<file path="src/hw/rtl/mte_pkg.sv">
// Package for the multi-turn encoder unwrap block: widths, codes and helpers.
`timescale 1ns / 1ps
package mte_pkg;

  localparam int TICK_BITS = 16;
  localparam int TURN_BITS = 24;
  localparam int TPR_BITS  = 17;
  localparam int OFFS_BITS = 34;
  localparam int POS_BITS  = 41;
  localparam int CNT_BITS  = 32;
  localparam int WANT_BITS = 32;
  localparam int CFG_BITS  = 17;
  localparam int IDX_BITS  = 2;
  localparam int PROD_BITS = TURN_BITS + TPR_BITS + 1;
  localparam int SUM_BITS  = POS_BITS + 3;

  localparam logic [TPR_BITS-1:0] MAX_TICKS   = TPR_BITS'(65536);
  localparam logic [TPR_BITS-1:0] RESET_TICKS = TPR_BITS'(4096);

  typedef enum logic [IDX_BITS-1:0] {
    CFG_TICKS_PER_REV = 2'd0,
    CFG_DIR_REVERSED  = 2'd1,
    CFG_START_OFFSET  = 2'd2,
    CFG_UNUSED        = 2'd3
  } cfg_idx_t;

  typedef enum logic {
    KIND_SAMPLE = 1'b0,
    KIND_CAL    = 1'b1
  } kind_t;

  // zero acts as one, anything past a 16-bit revolution clamps
  function automatic logic [TPR_BITS-1:0] eff_ticks(input logic [TPR_BITS-1:0] t);
    logic [TPR_BITS-1:0] r;
    r = t;
    if (t == '0) r = TPR_BITS'(1);
    else if (t > MAX_TICKS) r = MAX_TICKS;
    return r;
  endfunction

endpackage

</file>
<file path="src/hw/rtl/multi_turn_encoder_unwrap.sv">
// Top level of the multi-turn encoder unwrap block.
//
//  channel | direction | handshake        | payload
//  --------+-----------+------------------+---------------------------------------------
//  in      | input     | in_valid/ready   | kind, raw_tick, samples_seen, wanted_position
//  out     | output    | out_valid/ready  | count_out, continuous_position
//  cfg     | input     | cfg_we           | cfg_index, cfg_wdata
//
// One transaction per cycle while out_ready is high; an accepted sample passes the
// stage register (turn update ahead), then the output register (multiply-add ahead).
// Calibrate transactions update state only and give no result.
// Synchronous active-low reset empties the pipeline, clears state, sets 4096 ticks/rev.
// A stalled output holds its stage; in_ready drops only when both stages are full
// and out_ready is low.
`timescale 1ns / 1ps
module multi_turn_encoder_unwrap
  import mte_pkg::*;
(
  input  logic                        clk,
  input  logic                        rst_n,
  input  logic                        in_valid,
  output logic                        in_ready,
  input  logic                        in_kind,
  input  logic [TICK_BITS-1:0]        in_raw_tick,
  input  logic [CNT_BITS-1:0]         in_samples_seen,
  input  logic signed [WANT_BITS-1:0] in_wanted_position,
  output logic                        out_valid,
  input  logic                        out_ready,
  output logic [CNT_BITS-1:0]         out_count_out,
  output logic signed [POS_BITS-1:0]  out_continuous_position,
  input  logic                        cfg_we,
  input  logic [IDX_BITS-1:0]         cfg_index,
  input  logic [CFG_BITS-1:0]         cfg_wdata
);

  // configuration
  logic [TPR_BITS-1:0]         ticks_r;
  logic                        rev_r;
  logic signed [OFFS_BITS-1:0] origin_r, origin_nxt;
  logic [TICK_BITS-1:0]        prev_raw_r, prev_raw_nxt;
  logic [TURN_BITS-1:0]        turn_r, turn_nxt;

  // stage 1
  logic                        s1_valid_r;
  logic [TICK_BITS-1:0]        s1_raw_r;
  logic [CNT_BITS-1:0]         s1_count_r;
  logic [TURN_BITS-1:0]        s1_turn_r;
  logic signed [OFFS_BITS-1:0] s1_offset_r;

  // output stage
  logic                        out_valid_r;
  logic [CNT_BITS-1:0]         out_count_r;
  logic signed [POS_BITS-1:0]  out_pos_r;

  logic                        out_adv, in_acc, is_cal;
  logic [TPR_BITS-1:0]         ticks_eff;
  logic [TICK_BITS-1:0]        diff_abs;
  logic                        wrap;
  logic signed [PROD_BITS-1:0] prod;
  logic signed [SUM_BITS-1:0]  sum;
  logic signed [SUM_BITS-1:0]  pos_full;

  assign out_adv   = !out_valid_r || out_ready;
  assign in_ready  = !s1_valid_r || out_adv;
  assign in_acc    = in_valid && in_ready;
  assign is_cal    = (kind_t'(in_kind) == KIND_CAL);
  assign ticks_eff = eff_ticks(ticks_r);

  // wrap detection and turn counter update
  always_comb begin
    diff_abs = (in_raw_tick >= prev_raw_r) ? (in_raw_tick - prev_raw_r)
                                           : (prev_raw_r - in_raw_tick);
    wrap = (in_samples_seen > CNT_BITS'(1)) &&
           ({1'b0, diff_abs} >= (ticks_eff >> 1));
    turn_nxt      = turn_r;
    prev_raw_nxt  = prev_raw_r;
    origin_nxt    = origin_r;
    if (in_acc) begin
      if (is_cal) begin
        turn_nxt = '0;
        origin_nxt = OFFS_BITS'($signed({1'b0, in_raw_tick})) -
                     OFFS_BITS'(in_wanted_position);
      end else begin
        prev_raw_nxt = in_raw_tick;
        if (wrap) begin
          turn_nxt = (in_raw_tick < prev_raw_r) ? turn_r + TURN_BITS'(1)
                                                : turn_r - TURN_BITS'(1);
        end
      end
    end
    if (cfg_we && cfg_idx_t'(cfg_index) == CFG_START_OFFSET) begin
      origin_nxt = OFFS_BITS'($signed(cfg_wdata));
    end
  end

  // position = raw + turns * ticks - offset, negated when reversed
  always_comb begin
    prod     = $signed(s1_turn_r) * $signed({1'b0, ticks_eff});
    sum      = SUM_BITS'(prod) + SUM_BITS'($signed({1'b0, s1_raw_r})) -
               SUM_BITS'(s1_offset_r);
    pos_full = rev_r ? -sum : sum;
  end

  always_ff @(posedge clk) begin
    if (!rst_n) begin
      ticks_r       <= RESET_TICKS;
      rev_r         <= 1'b0;
      origin_r      <= '0;
      prev_raw_r    <= '0;
      turn_r        <= '0;
      s1_valid_r    <= 1'b0;
      out_valid_r   <= 1'b0;
    end else begin
      origin_r      <= origin_nxt;
      prev_raw_r    <= prev_raw_nxt;
      turn_r        <= turn_nxt;
      if (cfg_we) begin
        unique case (cfg_idx_t'(cfg_index))
          CFG_TICKS_PER_REV: ticks_r <= cfg_wdata[TPR_BITS-1:0];
          CFG_DIR_REVERSED:  rev_r   <= cfg_wdata[0];
          CFG_START_OFFSET:  ;
          CFG_UNUSED:        ;
        endcase
      end
      if (in_ready) s1_valid_r <= in_acc && !is_cal;
      if (out_adv)  out_valid_r <= s1_valid_r;
    end
  end

  // payload, no reset
  always_ff @(posedge clk) begin
    if (in_acc && !is_cal) begin
      s1_raw_r    <= in_raw_tick;
      s1_count_r  <= in_samples_seen;
      s1_turn_r   <= turn_nxt;
      s1_offset_r <= origin_r;
    end
    if (out_adv && s1_valid_r) begin
      out_count_r <= s1_count_r;
      out_pos_r   <= pos_full[POS_BITS-1:0];
    end
  end

  assign out_valid               = out_valid_r;
  assign out_count_out           = out_count_r;
  assign out_continuous_position = out_pos_r;

endmodule

</file>
<file path="config.mk">
export PLATFORM = sky130hd
export DESIGN_NAME = multi_turn_encoder_unwrap
export DESIGN_NICKNAME = d
export VERILOG_FILES = /design/src/hw/rtl/mte_pkg.sv /design/src/hw/rtl/multi_turn_encoder_unwrap.sv
export SDC_FILE = /design/constraint.sdc
export NUM_CORES = 2
export LEC_CHECK = 0
export ABC_AREA = 1
export BUFFER_PORTS_ARGS = -buffer_cell sky130_fd_sc_hd__buf_4
export CAP_MARGIN = 10
export CORE_MARGIN = 1
export CORE_UTILIZATION = 60
export CTS_CLUSTER_SIZE = 8
export DETAILED_ROUTE_END_ITERATION = 8
export PLACE_DENSITY_LB_ADDON = 0.05
export SLEW_MARGIN = 20
export SYNTH_ARGS = -nofsm -noshare
export SYNTH_HDL_FRONTEND = slang
export SYNTH_SLANG_ARGS = --single-unit
export TNS_END_PERCENT = 30
</file>
<file path="constraint.sdc">
create_clock -name clk -period 10.8 [get_ports clk]
set_input_delay 2.16 -clock clk [delete_from_list [all_inputs] [get_ports clk]]
set_output_delay 2.16 -clock clk [all_outputs]
set_load 0.1 [all_outputs]
</file>
==> run_results.csv <==
group,metric,value,unit
clocking,clock_latency,570,ps
timing,fin_worst_skew,25.5,ps
setup_path,crit_required,11100,ps
finish,syn2layout_area_growth,10.0,%
timing,rsz0062_at_grt,"false",
drt,routedWlPerCell,18.3,um
global_route,grt_usage,33.3,%
placement,routabilityCongestion,0.982,
timing,post-route-min-period,9230,ps
synthesis,synthArstFlopShare,0,%
pwr,leakage,18.0,nW
clocking,postCtsSetupRepairBufs,0,
setup_path,slowest_delay,600,ps
setup_path,cp.arrival,9530,ps
setup_path,slowest_stage,"inv_1",
floorplan,die_x,234,um
timing,relSlewSlack,29.2,%
finish,most-common-layout-cells,"865 x inv_1, 824 x nand2_1, 451 x fa_1",
global_route,antenna_found_initial,1,
floorplan,rows,84,
synthesis,syn_inst,3950,
finish,layout.nets,4887,
placement,dp.cells,4750,
clocking,clock_sinks,271,
drt,final_antenna_net_count,0,
finish,stdcell_count,4816,
hold_path,hold_class,"flop to flop",
timing,slew_viol_final,0,
timing,setup_viol,0,
global_route,gr-total-overflow,0,
timing,finalSetupTns,0,ps
drt,remaining_drc_errors,26,
synthesis,synth_edf_count,178,
floorplan,die-area,54600,um2
synthesis,ys_ff_latch,271,
floorplan,die_height,234,um
setup_path,crit_fanout,22,
clocking,clk_pin_slew,60,ps
clocking,cts_tree,"done",
drt,routed_wl,88200,um
timing,fin_ws,1570,ps
timing,max_freq,108,MHz
drt,firstDrtPassIters,9,
synthesis,syn_area_per_cell,8.15,um2
placement,place_ws,1830,ps
clocking,ctsResizeCount,0,
global_route,grt_pass1_wl,139000,um
clocking,cts_hold_buf,0,
drt,vias,25940,
drt,drt_iter0_drc,1757,
synthesis,yosysWarningCount,0,
finish,drive_gt1_share,8.26,%
clocking,cts_buffers,40,
global_route,grt_max_degree,78,
clocking,htree_levels,2,
synthesis,synthTopCellsByArea,"fa_1 28%, edfxtp_1 17%, inv_1 10%",
synthesis,synth_cell_types,57,
synthesis,yosysTopAreaCellShare,28.0,%
floorplan,io_pins,180,
placement,hpwl,73200,um
synthesis,ys.flop_type,"edfxtp_1",
synthesis,synth_nets,4733,
timing,period_share,85.5,%
floorplan,start_util,61.0,%
global_route,grt_pass1_vias,25857,
timing,hold_viol,0,
run_status,status,"finished with violations",
pwr,ir_drop,0.257,mV
drt,viasPerCell,5.39,
placement,port_buffers,179,
timing,worstMarginPinSlew,1060,ps
finish,diodes,0,
setup_path,cp-start-kind,"flop",
pwr,power_density,304,nW/um2
finish,final_common_cell,"inv_1",
run_status,violations,"DRC",
setup_path,worstSetupPathType,"flop to flop",
setup_path,path_common_cell,"inv_1",
synthesis,yosysSeqAreaShare,22.4,%
clocking,cts-root-buf,"clkbuf_16",
floorplan,core-area,52800,um2
setup_path,cp-end-kind,"flop",
synthesis,yosysTopAreaCell,"fa_1",
clocking,cts_buffer_depth,3,
synthesis,synthesis.area,32200,um2
flow_run,cap_violations,0,
==> metrics by stage <==
stage	utilization (%)	hold WS, ps	power [mW]	cell area [um2]
2_1_floorplan	-	400	7.52	32200
3_3_place_gp	64.9	400	9.48	34200
3_5_place_dp	64.9	405	9.55	34200
4_1_cts	67.1	416	10.8	35400
5_1_grt	67.1	415	11.8	35400
6_report	67.1	413	10.8	35400
==> worst max-delay path: cells and delay by family (launching register included) <==
family                     cells  cell delay (ps)
and+or+nand+nor               19             3620
adders and majority gates      8             3780
DFF                            1              320
buffers and inverters          9             1250
==> kinds of logic after synthesis <==
kind of cell	synth area share [%]
buffers and inverters	11.6
flip-flops	22.4
AO/OA/AOI/OAI	7.14
adder cells (fa/ha/maj)	36.9
XOR/XNOR	2.84
multiplexers	0.0311
AND/OR/NAND/NOR	19.1
==> power breakdown <==
| part | internal [mW] | total [mW] | switching (mW) | leakage [nW] |
|---|---|---|---|---|
| Clock | 0.699 | 1.17 | 0.475 | 0.555 |
| Sequential | 1.40 | 1.48 | 0.0799 | 2.43 |
| Combinational | 2.58 | 8.12 | 5.54 | 15.0 |
| Total | 4.68 | 10.8 | 6.10 | 18.0 |
==> per-layer routing <==
metal / up-vias / share of wire, % / GRT usage, %
met5: - / 0 / 0
met1: 12364 / 43 / 45.4
met4: 0 / 3.4 / 11.2
met2: 1037 / 45 / 52.2
li1: 12386 / - / -
met3: 153 / 8.9 / 7.57
==> worst paths after layout <==
path | to | cells after the start | slack (ps) | start
hold reg to reg | out_count_out[1] | 0 | 410 | s1_count_r[1]
setup / recovery | out_continuous_position[32] | 36 | 1570 | ticks_r[4]
setup reg to reg | out_continuous_position[32] | 36 | 1570 | ticks_r[4]
hold / removal | out_count_out[1] | 0 | 410 | s1_count_r[1]
==> synth_stat cells (9+ instances only) <==
master	count
clkinv_1	19
fa_1	451
nand2_1	824
o211ai_1	9
clkbuf_1	84
dfxtp_1	93
xor2_1	68
edfxtp_1	178
nand3_2	9
o21ai_0	128
nor4_1	11
nand4_1	35
a21oi_1	204
o21bai_1	9
inv_2	14
ha_1	227
a21o_1	11
a31oi_1	21
nor3_1	26
nand2_2	22
nor2_1	400
inv_1	865
xnor2_1	32
nor2_2	17
nand3_1	119
==> layout make-up <==
cell class                 count  area [um2]
clock buffer                  62        1100
clock inverter                 4        52.6
fill                        4508       17400
inverter                     898        3370
multi-input combinational   2688       21300
sequential                   271        7210
tap                          688         861
timing repair buffer         205        1540
==> state kept, by name, summed over array words and instances, names as in the netlist <==
| name | cells |
|---|---|
| ticks_r | 17 |
| out_valid | 1 |
| s1_valid_r | 1 |
| s1_offset_r | 33 |
| out_count_out | 32 |
| turn_r | 24 |
| prev_raw_r | 16 |
| origin_r | 33 |
| s1_count_r | 32 |
| out_continuous_position | 41 |
| rev_r | 1 |
| s1_raw_r | 16 |
| s1_turn_r | 24 |
Power figures use the tool's default switching activity.
